[src/design/nca_pkg.sv]
// ---------------------------------------------------------------------------
// Nearest-centre assignment: shared package
// Sizes, codes, sequencer states and the pipeline tag word.
// ---------------------------------------------------------------------------
`default_nettype none

package nca_pkg;

   localparam int MAX_CENTERS = 64;
   localparam int MAX_DIMS    = 3;
   localparam int AXES        = 3;

   localparam int CENTER_ADDR_W = (MAX_CENTERS > 1) ? $clog2(MAX_CENTERS) : 1;
   localparam int COUNT_W       = $clog2(MAX_CENTERS + 1);

   localparam int SLOT_W        = 6;
   localparam int COORD_W       = 16;
   localparam int CENTER_W      = AXES * COORD_W;
   localparam int MAG_W         = COORD_W;
   localparam int SQ_W          = 2 * MAG_W;
   localparam int DIST_W        = 34;
   localparam int IDX_OUT_W     = 6;
   localparam int NUM_CENTERS_W = 7;
   localparam int NUM_DIMS_W    = 2;
   localparam int CSR_IDX_W     = 1;
   localparam int CSR_DATA_W    = 7;

   localparam logic ACT_LOAD  = 1'b0;
   localparam logic ACT_POINT = 1'b1;

   localparam logic [CSR_IDX_W-1:0] CSR_NUM_CENTERS = 1'b0;
   localparam logic [CSR_IDX_W-1:0] CSR_NUM_DIMS    = 1'b1;

   typedef enum logic [1:0] {
      ST_IDLE,
      ST_SCAN,
      ST_DRAIN,
      ST_REPORT
   } state_type;

   typedef struct packed {
      logic                     valid;
      logic                     last;
      logic [CENTER_ADDR_W-1:0] idx;
   } tag_type;

endpackage

`default_nettype wire

[src/design/nca_dist_unit.sv]
// ---------------------------------------------------------------------------
// Nearest-centre assignment: squared distance unit
// Two-stage pipe: per-axis squared differences, then their sum.
// ---------------------------------------------------------------------------
`default_nettype none

module nca_dist_unit (
   input  logic                                clock,
   input  logic                                reset,
   input  logic [nca_pkg::NUM_DIMS_W-1:0]      dims,
   input  logic signed [nca_pkg::COORD_W-1:0]  pt_x,
   input  logic signed [nca_pkg::COORD_W-1:0]  pt_y,
   input  logic signed [nca_pkg::COORD_W-1:0]  pt_z,
   input  logic [nca_pkg::CENTER_W-1:0]        center,
   input  nca_pkg::tag_type                    tag_in,
   output logic [nca_pkg::DIST_W-1:0]          dist_sum,
   output nca_pkg::tag_type                    tag_out
);

   logic signed [nca_pkg::COORD_W-1:0] pt_c  [nca_pkg::AXES];
   logic signed [nca_pkg::COORD_W-1:0] ctr_c [nca_pkg::AXES];
   logic signed [nca_pkg::COORD_W:0]   diff  [nca_pkg::AXES];
   logic        [nca_pkg::COORD_W:0]   neg   [nca_pkg::AXES];
   logic        [nca_pkg::MAG_W-1:0]   mag   [nca_pkg::AXES];
   logic        [nca_pkg::SQ_W-1:0]    sq_in [nca_pkg::AXES];
   logic        [nca_pkg::SQ_W-1:0]    sq_ff [nca_pkg::AXES];
   nca_pkg::tag_type                   tag_a_in, tag_a_ff;
   nca_pkg::tag_type                   tag_b_in, tag_b_ff;
   logic        [nca_pkg::DIST_W-1:0]  dist_in, dist_ff;

   // Stage A: difference, magnitude, square; drop inactive axes
   always_comb begin
      pt_c[0] = pt_x;
      pt_c[1] = pt_y;
      pt_c[2] = pt_z;
      for (int a = 0; a < nca_pkg::AXES; a++) begin
         ctr_c[a] = center[a*nca_pkg::COORD_W +: nca_pkg::COORD_W];
         diff[a]  = {pt_c[a][nca_pkg::COORD_W-1], pt_c[a]}
                  - {ctr_c[a][nca_pkg::COORD_W-1], ctr_c[a]};
         neg[a]   = -diff[a];
         mag[a]   = diff[a][nca_pkg::COORD_W] ? neg[a][nca_pkg::MAG_W-1:0]
                                               : diff[a][nca_pkg::MAG_W-1:0];
         if (a < int'(dims)) begin
            sq_in[a] = nca_pkg::SQ_W'(mag[a]) * nca_pkg::SQ_W'(mag[a]);
         end else begin
            sq_in[a] = '0;
         end
      end
      tag_a_in = tag_in;
   end

   // Stage B: sum of the squares
   always_comb begin
      dist_in  = nca_pkg::DIST_W'(sq_ff[0]) + nca_pkg::DIST_W'(sq_ff[1])
               + nca_pkg::DIST_W'(sq_ff[2]);
      tag_b_in = tag_a_ff;
   end

   always_ff @(posedge clock) begin
      if (reset) begin
         tag_a_ff <= '0;
         tag_b_ff <= '0;
      end else begin
         tag_a_ff <= tag_a_in;
         tag_b_ff <= tag_b_in;
      end
   end

   always_ff @(posedge clock) begin
      for (int a = 0; a < nca_pkg::AXES; a++) begin
         sq_ff[a] <= sq_in[a];
      end
      dist_ff <= dist_in;
   end

   assign dist_sum = dist_ff;
   assign tag_out  = tag_b_ff;

endmodule

`default_nettype wire

[config.mk]
export PLATFORM = sky130hd
export DESIGN_NAME = nca_dist_unit
export DESIGN_NICKNAME = d
export VERILOG_FILES = /design/src/design/nca_pkg.sv /design/src/design/nca_dist_unit.sv
export SDC_FILE = /design/constraint.sdc
export NUM_CORES = 2
export LEC_CHECK = 0
export ABC_CLOCK_PERIOD_IN_PS = 13700
export BUFFER_PORTS_ARGS = -buffer_cell sky130_fd_sc_hd__buf_2
export CORE_ASPECT_RATIO = 0.6
export CORE_UTILIZATION = 49
export DETAILED_ROUTE_END_ITERATION = 7
export HOLD_SLACK_MARGIN = 0.06
export PLACE_DENSITY = 0.71
export SLEW_MARGIN = 30
export SYNTH_ARGS = -nofsm -noshare
export SYNTH_HDL_FRONTEND = slang
export SYNTH_SLANG_ARGS = --single-unit
[constraint.sdc]
create_clock -name clock -period 13.7 [get_ports clock]
set_clock_uncertainty 0.15 [all_clocks]
set_input_delay 1.37 -clock clock [delete_from_list [all_inputs] [get_ports clock]]
set_output_delay 1.37 -clock clock [all_outputs]
set_load 0.005 [all_outputs]
# [Yosys cells after proc, flatten, opt, wreduce, memory -nomap -nowiden]
# Memories as Yosys holds them, arrays and structs flattened.
# Cells that the tools add are included.
[word_totals] reg_bits=50 latchBits=0 mem_bits_rw=96 mem_bits_ro=0 input_bits=108 out_inout_bits=42 word_cells=28 memories=1
[op_classes] n_addsub=8 multipliers=3 n_div=0 n_lt_le_gt_ge=3 n_eq_ne=0 n_shift=0 n_mux=6 bitwise=0 reduce_logical=0
[memory_table] name="sq_ff" words=3 word_bits=32 rd=3 rd_ports_with_merged_regs=0 wr=3 line_no="nca_dist_unit.sv:26" text="logic [nca_pkg::SQ_W-1:0] sq_ff [nca_pkg::AXES];"
[ops] cell="multiplier 16 x 16 -> 32 bit" n=3
[ops] cell="2-to-1 mux 32 bit" n=3
[ops] cell="subtractor 16 x 16 -> 17 bit" n=3
[ops] cell="2-to-1 mux 16 bit" n=3
[ops] cell="negation 16 bit" n=3
[ops] cell="adder 33 x 32 -> 34 bit" n=1
[ops] cell="adder 32 x 32 -> 33 bit" n=1
[ops] cell="< comparator 1 x 2 -> 1 bit (first input constant)" n=2
[ops] cell="< comparator 2 bit (first input constant)" n=1

# [Longest topological paths before layout]
[logic_depth] ltp_word=5 mapped_depth=41 mapped_depth_nobuf=39

# [Least setup slack after synthesis]
# OpenSTA, ideal clock, no wires.
[synth_path] path_type="in2reg" startpoint="in pt_y[0] (netlist name)" endpoint="mem sq_ff[0][59] (netlist name)" setup_ns=0.128 t_arrival_ns=9.981 t_required_ns=13.422 setup_slack_ns=3.442 path_stages=35 n_path_buf=2 cell_sequence="inv_1 > ha_1 > fa_1 > nand2b_1 > a21oi_1 > a21oi_1 > a31oi_1 > a31o_2 > a21oi_2 > a21oi_2 > buf_2 > nor2_1 > xor2_1 > clkinv_1 > nand2_1 > fa_1 > fa_1 > fa_1 > fa_1 > fa_1 > fa_1 > inv_1 > ha_1 > clkbuf_1 > a21oi_1 > o21ai_0 > nor2b_1 > a2111oi_0 > nand3_1 > a221oi_1 > o21ai_0 > or2_2 > a21oi_1 > xor2_1 > nor2_1"
[synth_rtl] element="start, declared" line_no="nca_dist_unit.sv:12" text="input logic signed [nca_pkg::COORD_W-1:0] pt_y,"
[synth_rtl] element="end, declared" line_no="nca_dist_unit.sv:26"

==> out/qor_table.md <==
| Item | Value |
|:---|:---|
| Setup TNS | 0 ns |
| Status | completed |
| Placed instance area | 31770 um2 |
| Num rows | 69 |
| Num CTS Buffers | 17 |
| Yosys cell types | 90 |
| Port bufs | 149 |
| Worst path slowest cell | xnor2_1 |
| Layout cells sized above 1 | 7.727% |
| R2R Path Start | sq_ff[0][74] |
| Most common cell on crit path | fa_1 |
| Count of buffers added by post-CTS timing repair for setup | 0 |
| Synth-to-layout area growth | 8.181% |
| Worst rel slew slack | 29.31% |
| Clock sink count | 143 |
| Req. time, crit path | 13.86 ns |
| Number of synthesized flops with an enable pin | 0 |
| R2r endpoint | dist_sum[31] |
| Part of the cycle the worst path needs | 86.30% |
| Pin count of the biggest net entering global routing | 32 |
| Dominant synthesized flop cell | dfxtp_1 |
| Source of the critical timing path | pt_y[0] |
| Source of the worst hold timing path | tag_a_ff[7] |
| Count of routing violations after the opening detailed-route iteration | 1656 |
| Type of element capturing the critical path | flop |
| Number of synthesized register bits | 143 |
| CP arrival | 11.98 ns |
| Average instance area after synthesis | 8.788 um2 |
| Classification of the worst setup path | in2reg |
| Remaining number of nets flagged by the antenna check after routing | 0 |
| # diodes | 0 |
| Final Setup Violations | 0 |
| Final Net Count | 4557 |
| Floorplan die width | 321.1 um |
| Number of slew-limit violations in the final report | 0 |
| Library cell used as clock root buffer | clkbuf_16 |
| Most area-hungry cell type in the Yosys netlist | fa_1 |
| Design Area, Final | 32380 um2 |
| DRT Wirelength | 69730 um |
| Top cells by instance count after synthesis | inv_1 (790), fa_1 (522), ha_1 (368), nor2_1 (367), nand2_1 (216) |
| Clk slew on worst S/H paths | 0.06 ns |
| Synth async-reset ratio | 0% |
| Initial antenna violation count | 1 |
| Count of synthesis-stage warnings from yosys | 0 |
| Total number of H-tree levels | 4 |
| Number of iterations in the first detailed-routing pass | 5 |
| Synth top area cells | fa_1 (35%), ha_1 (15%), inv_1 (9.9%) |
| Routability Congestion | 0.9346 |
| Critical path endpoint | sq_ff[0][59] |
| Worst-case clock buffer depth | 2 |
| I/O pin total | 150 |
| Core region area | 59740 um2 |
| Shortest clock period the worst path allows after layout | 11.82 ns |
| Transition time at the pin with the least slew margin | 1.053 ns |
| Routed len/inst | 15.89 um |
| Largest stage delay on the critical path | 0.82 ns |
| Startpoint kind of the worst setup timing path | input port |
| Clock network latency to the later pin of the worst-skew pair | 0.45 ns |
| Gate count of the mapped netlist | 3406 |
| DP HPWL | 59920 um |
| Sequential fraction of the synthesis area | 9.564% |
| Cells resized by post-CTS repair | 0 |
| Most frequent cell after synthesis | inv_1 |
| Setup repair after global routing missed its margin | false |
| R2r worst-path depth | 13 |
| Yosys top cell area share | 34.91% |
| Die ar. | 62110 um2 |
| Global-route wire length before repair | 118200 um |
| HP Class | reg2reg |
| Remaining design rule violation count | 0 |
| Quantity of hold-fixing buffers added after cts | 0 |
| Cell Area, Synth | 29930 um2 |
| Final Hold Violating Endpoints | 0 |
| Grt total ovfl | 0 |
| Max_cap viols | 0 |
| Via density per instance | 5.182 |
| Worst R2R Setup Slack | 9.65 ns |
| Vias after detailed routing | 22740 |
| Maximum clock frequency | 84.58 MHz |
| Initial core utilization | 50.10% |
| Combined global-route utilization of all metal layers | 23.56% |
| Die extent in y | 193.4 um |
| CTS tree | done |
| Maximum fanout count along the critical path | 16 |
| Vias in the first global route | 22860 |
[cell families (layout without fill, tap and decap cells)]
logic type	count (synthesis)	count (layout)	share of synthesized area (%)
fa+ha+maj	890	890	50.29
buf+inv	863	1027	10.90
simple gates	839	839	12.65
compound gates	471	471	10.50
xor+xnor	197	197	6.003
flops	143	143	9.564
mux	2	2	0.07106
other cells	1	3	0.01253
[metrics by stage]
stage / std cells / worst slack [ns] / util (%) / hold WS (ns)
after floorplan: 3408 / 3.442 / - / 0.2638
after global placement: 4356 / 2.120 / 53.17 / 0.2665
after detailed placement: 4356 / 1.758 / 53.18 / 0.2712
after CTS: 4388 / 2.176 / 54.15 / 0.2864
after global routing: 4388 / 1.292 / 54.20 / 0.3000
final: 4388 / 1.877 / 54.20 / 0.2864
[state kept, by name, summed over array words and instances, names as in the netlist]
register / count
sq_ff: 93
dist_sum: 34
tag_a_ff: 8
tag_out: 8
[layer usage]
| metal | global-route usage (%) | share of wire (%) |
|---|---|---|
| met1 | 38.06 | 52 |
| met2 | 32.63 | 39 |
| met3 | 4.941 | 7.7 |
| met4 | 2.663 | 0.88 |
| met5 | 0 | 0.019 |
[worst min path at each step]
stage	endpoint	cells past startpoint
after CTS	tag_out[7]	1
after global placement	tag_out[6]	1
after detailed placement	tag_out[7]	1
final	tag_out[7]	1
after floorplan	tag_out[0]	1
after global routing	tag_out[1]	1
[area by class of cell]
cell class	count	area [um2]
multi-input cells	2402	23850
inverters	808	3033
repair buffers	187	1031
well taps	816	1021
clock inverters	15	153.9
clock buffers	17	425.4
flip-flops and latches	143	2863
fillers	5512	27360
[worst max-delay path, delay by kind of cell]
family / cells / cell delay [ns]
AO/OA/AOI/OAI: 11 / 3.07
XOR/XNOR: 2 / 0.98
adder cells (fa/ha/maj): 9 / 3.86
buffers and inverters: 7 / 1.16
AND/OR/NAND/NOR: 8 / 1.54
[layout by cell type (no fill, tap or decap), types with 8 or more instances in the layout]
cell / count
a211oi_1: 19
a21o_1: 74
a21oi_1: 145
a31oi_1: 19
and2_1: 11
and3_1: 18
buf_2: 149
buf_4: 38
clkbuf_16: 17
clkinv_1: 14
dfxtp_1: 143
fa_1: 522
ha_1: 368
inv_1: 790
nand2_1: 216
nand2b_1: 51
nand3_1: 31
nand4_1: 12
nor2_1: 366
nor2b_1: 36
nor3_1: 34
o211ai_1: 10
o21a_1: 22
o21ai_0: 56
o21bai_1: 22
o31a_1: 9
o31ai_1: 11
or2_2: 13
or3_1: 8
xnor2_1: 110
xor2_1: 74
Power is left out: the tool's default activity adds up to more than one toggle a clock period on the data nets, which glitch-free logic cannot reach.
